[config.mk]
export PLATFORM = sky130hd
export DESIGN_NAME = swap_page_extent_allocator
export DESIGN_NICKNAME = d
export VERILOG_FILES = /design/src/rtl/spea_pkg.sv /design/src/rtl/spea_free_cell.sv /design/src/rtl/spea_owner_cell.sv /design/src/rtl/swap_page_extent_allocator.sv
export SDC_FILE = /design/constraint.sdc
export NUM_CORES = 2
export LEC_CHECK = 0
export BUFFER_PORTS_ARGS = -buffer_cell sky130_fd_sc_hd__buf_2
export CAP_MARGIN = 15
export CORE_MARGIN = 2
export CORE_UTILIZATION = 40
export DETAILED_ROUTE_END_ITERATION = 8
export GPL_TIMING_DRIVEN = 0
export PLACE_DENSITY_LB_ADDON = 0.3
export SETUP_SLACK_MARGIN = 0.2
export SLEW_MARGIN = 15
export SYNTH_ARGS = -nofsm -noshare
export SYNTH_HDL_FRONTEND = slang
export SYNTH_HIERARCHICAL = 1
export SYNTH_SLANG_ARGS = --single-unit
[constraint.sdc]
create_clock -name clk -period 13 [get_ports clk]
set_input_delay 2.6 -clock clk [delete_from_list [all_inputs] [get_ports clk]]
set_output_delay 2.6 -clock clk [all_outputs]
set_load 0.05 [all_outputs]
[src/rtl/spea_pkg.sv]
// ----------------------------------------------------------------------------
// spea_pkg
// Shared types, codes and defaults for the swap page extent allocator.
// ----------------------------------------------------------------------------
package spea_pkg;

	// default sizes
	localparam int FREE_ENTRIES_DEF  = 16;
	localparam int OWNER_ENTRIES_DEF = 16;
	localparam int PAGE_BITS_DEF     = 16;

	// total pages after reset
	localparam logic [15:0] TOTAL_PAGES_RST = 16'd1024;

	// command codes
	localparam logic [2:0] FUNC_ALLOC    = 3'd0;
	localparam logic [2:0] FUNC_LOOKUP   = 3'd1;
	localparam logic [2:0] FUNC_TOTAL    = 3'd2;
	localparam logic [2:0] FUNC_COMPACT  = 3'd3;
	localparam logic [2:0] FUNC_COALESCE = 3'd4;

	// status codes
	localparam logic [1:0] STAT_OK    = 2'd0;
	localparam logic [1:0] STAT_NOFIT = 2'd1;
	localparam logic [1:0] STAT_FULL  = 2'd2;

	// command transaction
	typedef struct packed {
		logic [2:0]  func;
		logic [15:0] owner_id;
		logic [15:0] page_count;
	} in_t;

	// result transaction
	typedef struct packed {
		logic [1:0]  status;
		logic [15:0] start_page;
		logic [15:0] free_pages;
	} out_t;

	// controls for the free extent cell row
	typedef struct packed {
		logic shift;     // every cell takes its right neighbor, last takes din
		logic sort;      // one odd-even transposition round
		logic phase;     // pair parity of the round
		logic by_start;  // sort key includes the extent start
		logic clr;       // cell zero loads din, the rest empty out
		logic app;       // first empty cell loads din
	} free_op_t;

	// controls for the owner cell row
	typedef struct packed {
		logic shift;
		logic wr;
	} owner_op_t;

	// sort key compare: empty cells order after filled ones
	function automatic logic key_gt(input logic a_vld, input logic b_vld,
			input logic a_start_gt, input logic by_start);
		key_gt = (!a_vld && b_vld) || (by_start && a_vld && b_vld && a_start_gt);
	endfunction

endpackage

[src/rtl/spea_free_cell.sv]
// ----------------------------------------------------------------------------
// spea_free_cell
// One free extent slot of the free table row: shift, sort and load steps.
// ----------------------------------------------------------------------------
module spea_free_cell #(
	parameter int PAGE_BITS = spea_pkg::PAGE_BITS_DEF,
	parameter int IDX       = 0,
	parameter int ENTRIES   = spea_pkg::FREE_ENTRIES_DEF
) (
	input  logic                 clk,
	input  logic                 arst_n,
	input  spea_pkg::free_op_t   op,
	input  logic                 left_vld,
	input  logic [PAGE_BITS-1:0] left_start,
	input  logic [PAGE_BITS-1:0] left_len,
	input  logic                 right_vld,
	input  logic [PAGE_BITS-1:0] right_start,
	input  logic [PAGE_BITS-1:0] right_len,
	input  logic                 din_vld,
	input  logic [PAGE_BITS-1:0] din_start,
	input  logic [PAGE_BITS-1:0] din_len,
	output logic                 vld,
	output logic [PAGE_BITS-1:0] start,
	output logic [PAGE_BITS-1:0] len
);
	import spea_pkg::*;

	localparam bit   HAS_L   = (IDX > 0);
	localparam bit   HAS_R   = (IDX < ENTRIES - 1);
	localparam logic ODD     = 1'(IDX % 2);
	localparam logic [PAGE_BITS-1:0] RST_LEN = PAGE_BITS'(TOTAL_PAGES_RST);

	logic vld_q;
	logic [PAGE_BITS-1:0] start_q, len_q;
	logic take_r, take_l;

	// transposition pair decisions
	always_comb begin
		take_r = op.sort && HAS_R && (op.phase == ODD) &&
			key_gt(vld_q, right_vld, start_q > right_start, op.by_start);
		take_l = op.sort && HAS_L && (op.phase != ODD) &&
			key_gt(left_vld, vld_q, left_start > start_q, op.by_start);
	end

	// slot register
	always_ff @(posedge clk or negedge arst_n) begin
		if (!arst_n) begin
			vld_q   <= (IDX == 0);
			start_q <= '0;
			len_q   <= (IDX == 0) ? RST_LEN : '0;
		end else if (op.clr) begin
			vld_q   <= (IDX == 0) ? din_vld : 1'b0;
			start_q <= din_start;
			len_q   <= din_len;
		end else if (op.shift) begin
			vld_q   <= right_vld;
			start_q <= right_start;
			len_q   <= right_len;
		end else if (take_r) begin
			vld_q   <= right_vld;
			start_q <= right_start;
			len_q   <= right_len;
		end else if (take_l) begin
			vld_q   <= left_vld;
			start_q <= left_start;
			len_q   <= left_len;
		end else if (op.app && !vld_q && (!HAS_L || left_vld)) begin
			vld_q   <= din_vld;
			start_q <= din_start;
			len_q   <= din_len;
		end
	end

	assign vld   = vld_q;
	assign start = start_q;
	assign len   = len_q;

endmodule

[src/rtl/spea_owner_cell.sv]
// ----------------------------------------------------------------------------
// spea_owner_cell
// One owner record slot of the owner table row: shift and write.
// ----------------------------------------------------------------------------
module spea_owner_cell #(
	parameter int PAGE_BITS = spea_pkg::PAGE_BITS_DEF
) (
	input  logic                 clk,
	input  spea_pkg::owner_op_t  op,
	input  logic                 sel,
	input  logic [15:0]          nxt_tag,
	input  logic [PAGE_BITS-1:0] nxt_start,
	input  logic [15:0]          nxt_len,
	input  logic [15:0]          din_tag,
	input  logic [PAGE_BITS-1:0] din_start,
	input  logic [15:0]          din_len,
	output logic [15:0]          tag,
	output logic [PAGE_BITS-1:0] start,
	output logic [15:0]          len
);
	import spea_pkg::*;

	logic [15:0]          tag_q, len_q;
	logic [PAGE_BITS-1:0] start_q;

	// record register, contents undefined until written
	always_ff @(posedge clk) begin
		if (op.shift) begin
			tag_q   <= nxt_tag;
			start_q <= nxt_start;
			len_q   <= nxt_len;
		end else if (op.wr && sel) begin
			tag_q   <= din_tag;
			start_q <= din_start;
			len_q   <= din_len;
		end
	end

	assign tag   = tag_q;
	assign start = start_q;
	assign len   = len_q;

endmodule

[src/rtl/swap_page_extent_allocator.sv]
// ----------------------------------------------------------------------------
// swap_page_extent_allocator
// First-fit free extent allocator with an owner table, built as two rows
// of cells that rotate through a head slot under a command sequencer.
// ----------------------------------------------------------------------------
//  channel   | signals                       | transaction
//  command   | in_valid, in_stall, in_data   | func, owner_id, page_count
//  result    | out_valid, out_stall, out_data| status, start_page, free_pages
//  config    | cfg_we, cfg_wdata             | total_pages
//
//  With F free slots: allocate scans the free row, packs it and writes
//  the owner record, stopping after the scan when nothing fits and at
//  once on a full owner table; coalesce sorts, merges and packs the row;
//  each pass walks a cell row one slot per cycle or runs F transposition
//  rounds. One command is worked at a time; the result register lets the
//  next command start while a result waits. Reset leaves one free extent
//  of 1024 pages at page zero and an empty owner table.
module swap_page_extent_allocator #(
	parameter int FREE_ENTRIES  = spea_pkg::FREE_ENTRIES_DEF,
	parameter int OWNER_ENTRIES = spea_pkg::OWNER_ENTRIES_DEF,
	parameter int PAGE_BITS     = spea_pkg::PAGE_BITS_DEF
) (
	input  logic           clk,
	input  logic           arst_n,
	input  logic           in_valid,
	output logic           in_stall,
	input  spea_pkg::in_t  in_data,
	output logic           out_valid,
	input  logic           out_stall,
	output spea_pkg::out_t out_data,
	input  logic           cfg_we,
	input  logic [15:0]    cfg_wdata
);
	import spea_pkg::*;

	localparam int MAXE = (FREE_ENTRIES > OWNER_ENTRIES) ? FREE_ENTRIES : OWNER_ENTRIES;
	localparam int CW   = $clog2(MAXE + 2);
	localparam int OCW  = $clog2(OWNER_ENTRIES + 1);
	localparam int CMPW = (PAGE_BITS > 16) ? PAGE_BITS : 16;
	localparam int SW   = CMPW + 1;
	localparam int EW   = PAGE_BITS + 1;
	localparam int POSW = 16 + OCW;
	localparam logic [SW-1:0] SUM_LIM = SW'(65536);

	typedef enum logic [3:0] {
		S_IDLE, S_AL_SCAN, S_AL_PACK, S_AL_APP, S_LK_SCAN, S_SUM_SCAN,
		S_CP_SCAN, S_CP_FIN, S_CO_SORT, S_CO_MERGE, S_CO_PACK, S_FIN
	} state_t;

	state_t               st_q;
	logic [CW-1:0]        cnt_q;
	logic [OCW-1:0]       owner_cnt_q;
	logic [15:0]          total_q;
	in_t                  cmd_q;
	logic                 found_q;
	logic [PAGE_BITS-1:0] res_start_q;
	logic                 rem_vld_q;
	logic [PAGE_BITS-1:0] rem_start_q, rem_len_q;
	logic [SW-1:0]        acc_q;
	logic [POSW-1:0]      pos_q;
	logic                 m_vld_q;
	logic [PAGE_BITS-1:0] m_start_q, m_len_q;
	logic [EW-1:0]        m_end_q;
	logic [1:0]           status_q;
	logic [15:0]          res16_q, free16_q;
	logic                 out_valid_q;
	out_t                 out_data_q;

	// cell rows
	logic                 f_vld   [FREE_ENTRIES];
	logic [PAGE_BITS-1:0] f_start [FREE_ENTRIES];
	logic [PAGE_BITS-1:0] f_len   [FREE_ENTRIES];
	logic                 lv [FREE_ENTRIES];
	logic [PAGE_BITS-1:0] ls [FREE_ENTRIES];
	logic [PAGE_BITS-1:0] ll [FREE_ENTRIES];
	logic                 rv [FREE_ENTRIES];
	logic [PAGE_BITS-1:0] rs [FREE_ENTRIES];
	logic [PAGE_BITS-1:0] rl [FREE_ENTRIES];
	logic [15:0]          o_tag   [OWNER_ENTRIES];
	logic [PAGE_BITS-1:0] o_start [OWNER_ENTRIES];
	logic [15:0]          o_len   [OWNER_ENTRIES];
	logic [15:0]          on_tag   [OWNER_ENTRIES];
	logic [PAGE_BITS-1:0] on_start [OWNER_ENTRIES];
	logic [15:0]          on_len   [OWNER_ENTRIES];

	free_op_t             fop;
	owner_op_t            oop;
	logic                 fd_vld;
	logic [PAGE_BITS-1:0] fd_start, fd_len;
	logic [15:0]          od_tag, od_len;
	logic [PAGE_BITS-1:0] od_start;

	logic                 h_vld;
	logic [PAGE_BITS-1:0] h_start, h_len;
	logic                 fit, idx_ok, match, cont;
	logic                 last_free, last_merge, last_own;
	logic [SW:0]          sum_w;
	logic [SW-1:0]        acc_nxt;
	logic [POSW-1:0]      tot_ext;
	logic [EW-1:0]        h_end;

	assign h_vld   = f_vld[0];
	assign h_start = f_start[0];
	assign h_len   = f_len[0];

	// head decisions
	always_comb begin
		last_free  = (cnt_q == CW'(FREE_ENTRIES - 1));
		last_merge = (cnt_q == CW'(FREE_ENTRIES));
		last_own   = (cnt_q == CW'(OWNER_ENTRIES - 1));
		fit    = (st_q == S_AL_SCAN) && h_vld && !found_q &&
			(CMPW'(h_len) >= CMPW'(cmd_q.page_count));
		idx_ok = (CW'(owner_cnt_q) > cnt_q);
		match  = (st_q == S_LK_SCAN) && idx_ok && !found_q &&
			(o_tag[0] == cmd_q.owner_id);
		h_end  = EW'(h_start) + EW'(h_len);
		cont   = m_vld_q && h_vld && (m_end_q == EW'(h_start));
		sum_w  = (SW + 1)'(acc_q) + (SW + 1)'(h_len);
		if (!h_vld)
			acc_nxt = acc_q;
		else if (sum_w > (SW + 1)'(SUM_LIM))
			acc_nxt = SUM_LIM;
		else
			acc_nxt = SW'(sum_w);
		tot_ext = POSW'(total_q);
	end

	// row controls
	always_comb begin
		fop          = '0;
		fop.shift    = (st_q == S_AL_SCAN) || (st_q == S_SUM_SCAN) || (st_q == S_CO_MERGE);
		fop.sort     = (st_q == S_AL_PACK) || (st_q == S_CO_SORT) || (st_q == S_CO_PACK);
		fop.phase    = cnt_q[0];
		fop.by_start = (st_q == S_CO_SORT);
		fop.clr      = (st_q == S_CP_FIN);
		fop.app      = (st_q == S_AL_APP);
		oop.shift    = (st_q == S_LK_SCAN) || (st_q == S_CP_SCAN);
		oop.wr       = (st_q == S_AL_APP);
	end

	// free row input
	always_comb begin
		fd_vld   = h_vld;
		fd_start = h_start;
		fd_len   = h_len;
		case (st_q)
			S_AL_SCAN: begin
				if (fit)
					fd_vld = 1'b0;
			end
			S_AL_APP: begin
				fd_vld   = rem_vld_q;
				fd_start = rem_start_q;
				fd_len   = rem_len_q;
			end
			S_CP_FIN: begin
				fd_vld   = (pos_q < tot_ext);
				fd_start = PAGE_BITS'(pos_q);
				fd_len   = PAGE_BITS'(tot_ext - pos_q);
			end
			S_CO_MERGE: begin
				if (cont) begin
					fd_vld = 1'b0;
				end else begin
					fd_vld   = m_vld_q;
					fd_start = m_start_q;
					fd_len   = m_len_q;
				end
			end
			default: ;
		endcase
	end

	// owner row input
	always_comb begin
		od_tag   = o_tag[0];
		od_start = o_start[0];
		od_len   = o_len[0];
		case (st_q)
			S_CP_SCAN: begin
				if (idx_ok)
					od_start = PAGE_BITS'(pos_q);
			end
			S_AL_APP: begin
				od_tag   = cmd_q.owner_id;
				od_start = res_start_q;
				od_len   = cmd_q.page_count;
			end
			default: ;
		endcase
	end

	// free extent cells
	for (genvar i = 0; i < FREE_ENTRIES; i++) begin : g_free
		if (i == 0) begin : g_l0
			assign lv[i] = 1'b0;
			assign ls[i] = '0;
			assign ll[i] = '0;
		end else begin : g_ln
			assign lv[i] = f_vld[i-1];
			assign ls[i] = f_start[i-1];
			assign ll[i] = f_len[i-1];
		end
		if (i == FREE_ENTRIES - 1) begin : g_rl
			assign rv[i] = fd_vld;
			assign rs[i] = fd_start;
			assign rl[i] = fd_len;
		end else begin : g_rn
			assign rv[i] = f_vld[i+1];
			assign rs[i] = f_start[i+1];
			assign rl[i] = f_len[i+1];
		end
		spea_free_cell #(
			.PAGE_BITS (PAGE_BITS),
			.IDX       (i),
			.ENTRIES   (FREE_ENTRIES)
		) u_cell (
			.clk         (clk),
			.arst_n      (arst_n),
			.op          (fop),
			.left_vld    (lv[i]),
			.left_start  (ls[i]),
			.left_len    (ll[i]),
			.right_vld   (rv[i]),
			.right_start (rs[i]),
			.right_len   (rl[i]),
			.din_vld     (fd_vld),
			.din_start   (fd_start),
			.din_len     (fd_len),
			.vld         (f_vld[i]),
			.start       (f_start[i]),
			.len         (f_len[i])
		);
	end

	// owner record cells
	for (genvar i = 0; i < OWNER_ENTRIES; i++) begin : g_own
		if (i == OWNER_ENTRIES - 1) begin : g_nl
			assign on_tag[i]   = od_tag;
			assign on_start[i] = od_start;
			assign on_len[i]   = od_len;
		end else begin : g_nn
			assign on_tag[i]   = o_tag[i+1];
			assign on_start[i] = o_start[i+1];
			assign on_len[i]   = o_len[i+1];
		end
		spea_owner_cell #(
			.PAGE_BITS (PAGE_BITS)
		) u_cell (
			.clk       (clk),
			.op        (oop),
			.sel       (owner_cnt_q == OCW'(i)),
			.nxt_tag   (on_tag[i]),
			.nxt_start (on_start[i]),
			.nxt_len   (on_len[i]),
			.din_tag   (od_tag),
			.din_start (od_start),
			.din_len   (od_len),
			.tag       (o_tag[i]),
			.start     (o_start[i]),
			.len       (o_len[i])
		);
	end

	// command sequencer and result register
	always_ff @(posedge clk or negedge arst_n) begin
		if (!arst_n) begin
			st_q        <= S_IDLE;
			cnt_q       <= '0;
			owner_cnt_q <= '0;
			total_q     <= TOTAL_PAGES_RST;
			cmd_q       <= '0;
			found_q     <= 1'b0;
			res_start_q <= '0;
			rem_vld_q   <= 1'b0;
			rem_start_q <= '0;
			rem_len_q   <= '0;
			acc_q       <= '0;
			pos_q       <= '0;
			m_vld_q     <= 1'b0;
			m_start_q   <= '0;
			m_len_q     <= '0;
			m_end_q     <= '0;
			status_q    <= STAT_OK;
			res16_q     <= '0;
			free16_q    <= '0;
			out_valid_q <= 1'b0;
			out_data_q  <= '0;
		end else begin
			if (cfg_we)
				total_q <= cfg_wdata;
			if (out_valid_q && !out_stall)
				out_valid_q <= 1'b0;
			case (st_q)
				S_IDLE: begin
					if (in_valid) begin
						cmd_q    <= in_data;
						cnt_q    <= '0;
						found_q  <= 1'b0;
						acc_q    <= '0;
						pos_q    <= '0;
						m_vld_q  <= 1'b0;
						status_q <= STAT_OK;
						res16_q  <= '0;
						free16_q <= '0;
						case (in_data.func)
							FUNC_ALLOC: begin
								if (owner_cnt_q == OCW'(OWNER_ENTRIES)) begin
									status_q <= STAT_FULL;
									st_q     <= S_FIN;
								end else begin
									st_q <= S_AL_SCAN;
								end
							end
							FUNC_LOOKUP:   st_q <= S_LK_SCAN;
							FUNC_TOTAL:    st_q <= S_SUM_SCAN;
							FUNC_COMPACT:  st_q <= S_CP_SCAN;
							FUNC_COALESCE: st_q <= S_CO_SORT;
							default:       st_q <= S_FIN;
						endcase
					end
				end
				S_AL_SCAN: begin
					cnt_q <= cnt_q + 1'b1;
					if (fit) begin
						found_q     <= 1'b1;
						res_start_q <= h_start;
						res16_q     <= 16'(h_start);
						rem_start_q <= PAGE_BITS'(CMPW'(h_start) + CMPW'(cmd_q.page_count));
						rem_len_q   <= PAGE_BITS'(CMPW'(h_len) - CMPW'(cmd_q.page_count));
						rem_vld_q   <= (CMPW'(h_len) != CMPW'(cmd_q.page_count));
					end
					if (last_free) begin
						cnt_q <= '0;
						if (found_q || fit) begin
							st_q <= S_AL_PACK;
						end else begin
							status_q <= STAT_NOFIT;
							st_q     <= S_FIN;
						end
					end
				end
				S_AL_PACK: begin
					cnt_q <= cnt_q + 1'b1;
					if (last_free) begin
						cnt_q <= '0;
						st_q  <= S_AL_APP;
					end
				end
				S_AL_APP: begin
					owner_cnt_q <= owner_cnt_q + 1'b1;
					st_q        <= S_FIN;
				end
				S_LK_SCAN: begin
					cnt_q <= cnt_q + 1'b1;
					if (match) begin
						found_q <= 1'b1;
						res16_q <= 16'(o_start[0]);
					end
					if (last_own) begin
						cnt_q    <= '0;
						status_q <= (found_q || match) ? STAT_OK : STAT_NOFIT;
						st_q     <= S_FIN;
					end
				end
				S_SUM_SCAN: begin
					cnt_q <= cnt_q + 1'b1;
					acc_q <= acc_nxt;
					if (last_free) begin
						cnt_q    <= '0;
						free16_q <= (acc_nxt == SUM_LIM) ? 16'hFFFF : 16'(acc_nxt);
						st_q     <= S_FIN;
					end
				end
				S_CP_SCAN: begin
					cnt_q <= cnt_q + 1'b1;
					if (idx_ok)
						pos_q <= pos_q + POSW'(o_len[0]);
					if (last_own) begin
						cnt_q <= '0;
						st_q  <= S_CP_FIN;
					end
				end
				S_CP_FIN: begin
					res16_q <= (pos_q > POSW'(16'hFFFF)) ? 16'hFFFF : 16'(pos_q);
					st_q    <= S_FIN;
				end
				S_CO_SORT: begin
					cnt_q <= cnt_q + 1'b1;
					if (last_free) begin
						cnt_q   <= '0;
						m_vld_q <= 1'b0;
						st_q    <= S_CO_MERGE;
					end
				end
				S_CO_MERGE: begin
					cnt_q   <= cnt_q + 1'b1;
					m_end_q <= h_end;
					if (cont) begin
						m_len_q <= m_len_q + h_len;
					end else begin
						m_vld_q   <= h_vld;
						m_start_q <= h_start;
						m_len_q   <= h_len;
					end
					if (last_merge) begin
						cnt_q <= '0;
						st_q  <= S_CO_PACK;
					end
				end
				S_CO_PACK: begin
					cnt_q <= cnt_q + 1'b1;
					if (last_free) begin
						cnt_q <= '0;
						st_q  <= S_FIN;
					end
				end
				S_FIN: begin
					if (!out_valid_q || !out_stall) begin
						out_valid_q           <= 1'b1;
						out_data_q.status     <= status_q;
						out_data_q.start_page <= res16_q;
						out_data_q.free_pages <= free16_q;
						st_q                  <= S_IDLE;
					end
				end
				default: st_q <= S_IDLE;
			endcase
		end
	end

	assign in_stall  = (st_q != S_IDLE);
	assign out_valid = out_valid_q;
	assign out_data  = out_data_q;

endmodule

==> Yosys cells after proc, flatten, opt, wreduce, memory -nomap -nowiden <==
Index checks and enable logic that the tools add are counted.
{ "word_totals": {"register_bits": 1565, "in_bits": 56, "out_inout_bits": 36, "wordCells": 827} }
{ "op_classes": {"n_bitwise": 2, "eq_ne": 52, "magnitude_cmp": 20, "n_addsub": 9, "mux": 391, "n_reduce_logical": 233} }
{ "op_table": {"columns": ["op", "count"], "rows": [
  ["16-bit two-way mux", 264],
  ["16-bit > comparator", 15],
  ["1-bit logical AND", 133],
  ["16-bit one-hot mux with 3 select lines", 2],
  ["1-bit two-way mux", 89],
  ["5-bit nonzero test", 14],
  ["16-bit one-hot mux with 2 select lines", 2],
  ["16-bit one-hot mux with 4 select lines", 1],
  ["17-bit two-way mux", 3],
  ["5-bit by 4-bit equality test with 1-bit output (second input constant)", 9],
  ["21-bit two-way mux", 2],
  ["21-bit one-hot mux with 2 select lines", 1],
  ["4-bit two-way mux", 10],
  ["4-bit one-hot mux with 9 select lines", 1],
  ["2-bit nonzero test", 18],
  ["17-bit one-hot mux with 2 select lines", 1],
  ["16-bit adder", 2],
  ["16-bit subtractor", 2],
  ["2-bit inequality test (second input constant)", 14],
  ["1-bit logical OR", 23],
  ["21-bit by 16-bit adder with 21-bit output", 1],
  ["21-bit by 16-bit > comparator with 1-bit output (second input constant)", 1],
  ["21-bit by 16-bit less-than comparator with 1-bit output", 1],
  ["5-bit by 3-bit equality test with 1-bit output (second input constant)", 4],
  ["43 further kinds", 94]
]} }

==> Logic depth before layout (Yosys ltp) <==
{ "logic_depth": {"depth_word": 11, "depth_mapped": 18, "mapped_depth_nobuf": 18} }

==> Hierarchy <==
The synthesis kept the hierarchy.
{ "modules_own_cells": {"columns": ["module", "area_each_um2", "cells_each", "seq_area_each_um2", "n_inst"], "rows": [
  ["spea_owner_cell", 2068.2, 102, 1441.4, 16],
  ["spea_free_cell at g_free[11].u_cell ...", 3078.0, 343, 825.8, 7],
  ["spea_free_cell at g_free[10].u_cell ...", 2935.3, 344, 825.8, 7],
  ["swap_page_extent_allocator", 18580.3, 2070, 6732.7, 1],
  ["spea_free_cell at g_free[0].u_cell", 2529.9, 261, 828.3, 1],
  ["spea_free_cell at g_free[15].u_cell", 2254.7, 255, 825.8, 1]
]} }

==> Least setup slack after synthesis <==
Ideal clock, no wire load.
{ "synth_timing": {"path_type": "register -> register", "start": "register st_q[2]", "end": "register g_free[10].u_cell.len_q[15]", "slack_ps": 7499, "stages_incl_launch_ff": 10, "synth_period_minus_slack_ps": 5501, "arrival_ps": 5390, "setup_ps": 110, "required_ps": 12890, "path_cell_list": "dfrtp_1 > clkbuf_1 > clkbuf_1 > a21oi_1 > nor2_1 > a22oi_1 > a21oi_4 > and2_1 > buf_2 > o41ai_1"} }
{ "synth_lines": {"columns": ["item", "line_no", "text"], "rows": [
  ["start: declaration", "swap_page_extent_allocator.sv:50", "state_t st_q;"],
  ["start signal: assignment", "swap_page_extent_allocator.sv:268", "st_q <= S_IDLE;"],
  ["start signal: assignment", "swap_page_extent_allocator.sv:310", "st_q <= S_FIN;"],
  ["start signal: assignment", "swap_page_extent_allocator.sv:312", "st_q <= S_AL_SCAN;"],
  ["end signal: assignment", "spea_free_cell.sv:50", "len_q <= (IDX == 0) ? RST_LEN : '0;"],
  ["end signal: assignment", "spea_free_cell.sv:54", "len_q <= din_len;"],
  ["end signal: assignment", "spea_free_cell.sv:58", "len_q <= right_len;"],
  ["end: declaration", "spea_free_cell.sv:34", "logic [PAGE_BITS-1:0] start_q, len_q;"]
]} }

==> results_dict.tcl <==
set metrics [dict create \
    power_density_mw_per_mm2 302 \
    tightestPinTransition_ns 1.20 \
    peakVddDrop_mv 0.228 \
    routed_wl_um 325000 \
    hold_path.class "reg2reg" \
    start_util_pct 40.1 \
    worstSkewPairLatency_ns 0.86 \
    startpoint "st_q[0]$_DFFE_PN0P_" \
    r2r-start "st_q[0]$_DFFE_PN0P_" \
    die_width_um 500 \
    cts_buffers 173 \
    drt_iter0_drc 8249 \
    core-area_mm2 0.245 \
    hpwlAfterDp_um 241000 \
    gp_congestion 0.960 \
    rows 182 \
    fmax_ghz 0.185 \
    routedWlPerCell_um 25.5 \
    grtUsageTotal_pct 25.1 \
    slew_violations 0 \
    hold_viol_final 0 \
    routed_via_density 6.18 \
    vias 78600 \
    syn-num-nets 9708 \
    worst_slack_ns 7.60 \
    cts_tree "yes" \
    whs_ns 0.473 \
    end_kind "flip-flop" \
    first_pass_iters 9 \
    port_buffers 91 \
    grt_pass1_vias 78300 \
    fp.dieH_um 500 \
    cts-root-buf "clkbuf_16" \
    post-route-period-util_pct 41.5 \
    holdBufCountCts 0 \
    p_leak_nw 44.9 \
    final-setup-viol-count 0 \
    die_area_mm2 0.250 \
    antenna_found_initial 7 \
    regArea_mm2 0.0430 \
    htreeDepth 4 \
    yosysWarnings 6 \
    fillers 22600 \
    outcome "finished clean" \
    most-common-layout-cells "mux2_2 (886), dfrtp_1 (793), edfxtp_1 (768), inv_1 (633), ha_1 (619)" \
    drive_above_1_share_pct 21.2 \
    cts_sinks 1565 \
    drc 0 \
    cts.repair.resized 0 \
    layout_min_cycle_time_ns 5.40 \
    cap_violations 0 \
    grt_overflow_total 0 \
    final_common_cell "mux2_2" \
    post-cts-setup-buffers 0 \
    ios 92 \
    ant_nets 0 \
    crit_fanout 30 \
    crit_required_ns 13.72 \
    relSlewSlack_pct 19.2 \
    netlist_area_mm2 0.0985 \
    place_area_mm2 0.105 \
    area_growth_pct 12.0 \
    nets 10000 \
    grt_setup_unrepaired "no" \
    multiInputGateArea_mm2 0.0501 \
    clk_pin_slew_ns 0.06 \
    final_area_mm2 0.110 \
    dp_slack_ns 7.87 \
    arrival_ns 6.12 \
    setup.worst_path.start_class "flip-flop" \
    avgSynthCellArea_um2 10.9 \
    ctsLongestPathBuffers 3 \
    grt_pass1_wl_um 486000 \
    fin_skew_ns 0.0692 \
    grt_max_degree 101 \
    crit_type "reg2reg" \
    hp-start "res16_q[5]$_DFFE_PN0P_" \
    synthesis.instances 9026 \
]
[sequential cells by signal, summed over array words and instances, names as in the netlist, 16 cells and up]
name                 cells
cmd_q                   32
g_free.u_cell/vld       16
res_start_q             16
rem_len_q               16
g_own.u_cell/tag       256
rem_start_q             16
pos_q                   21
free16_q                16
res16_q                 16
out_data                34
m_start_q               16
g_free.u_cell/start    256
total_q                 16
m_len_q                 16
g_free.u_cell/len      256
acc_q                   17
g_own.u_cell/start     256
m_end_q                 17
g_own.u_cell/len       256
[final timing paths]
kind | end | depth (start not counted) | slack (ns)
max | g_free[15].u_cell/len[4]$_DFFE_PN0P_ | 11 | 7.60
min | out_data[21]$_DFFE_PN0P_ | 1 | 0.47
min reg2reg | out_data[21]$_DFFE_PN0P_ | 1 | 0.47
min in group asynchronous | g_free[10].u_cell/len[1]$_DFFE_PN0P_ | 1 | 1.67
max reg2reg | g_free[15].u_cell/len[4]$_DFFE_PN0P_ | 11 | 7.60
max in group asynchronous | g_free[0].u_cell/start[3]$_DFFE_PN0P_ | 4 | 9.58
[metrics by stage]
stage / setup TNS, ns / instances / utilization (%) / power (W)
floorplan: 0 / 9026 / - / 0.0213
global placement: -6983.30 / 12300 / 42.0 / 0.0267
detailed placement: 0 / 12400 / 42.6 / 0.0278
CTS: 0 / 12700 / 45.0 / 0.0329
global route: 0 / 12700 / 45.0 / 0.0352
finish: 0 / 12700 / 45.0 / 0.0333
[critical path: stages, from the launching register on]
cell and delay (ns):
dfrtp_1 0.41, clkbuf_1 0.39, nand2_1 0.19, nor3_1 0.95
clkbuf_1 0.60, buf_4 0.50, buf_12 0.29, nor3b_1 0.84
a21o_1 0.29, clkbuf_1 0.46, a22oi_1 0.15, o211ai_1 0.16
[power breakdown]
part           leakage, nW  switching (W)  internal (W)
Combinational         25.1         0.0110       0.00769
Sequential            17.0        0.00246       0.00712
Clock                 2.78        0.00219       0.00283
Total                 44.9         0.0157        0.0176
[routing by layer]
| layer | GRT usage [%] | vias to the layer above | wire length [um] |
|---|---|---|---|
| met4 | 15.5 | 0 | 22600 |
| met2 | 40.0 | 3475 | 148000 |
| met1 | 31.7 | 38900 | 129000 |
| met5 | 0 | - | 0 |
| met3 | 4.42 | 864 | 25200 |
| li1 | - | 35400 | - |
[final cells by class]
type                            count  share of cell area (%)
Multi-Input combinational cell   6221                    45.4
Sequential cell                  1565                    39.0
Clock buffer                      241                    4.32
Tap cell                         3220                    3.65
Buffer                            603                    2.92
Inverter                          637                    2.17
Timing Repair Buffer              152                    1.63
Clock inverter                     82                   0.908
Antenna cell                        5                  0.0113
Power figures use the tool's default switching activity.
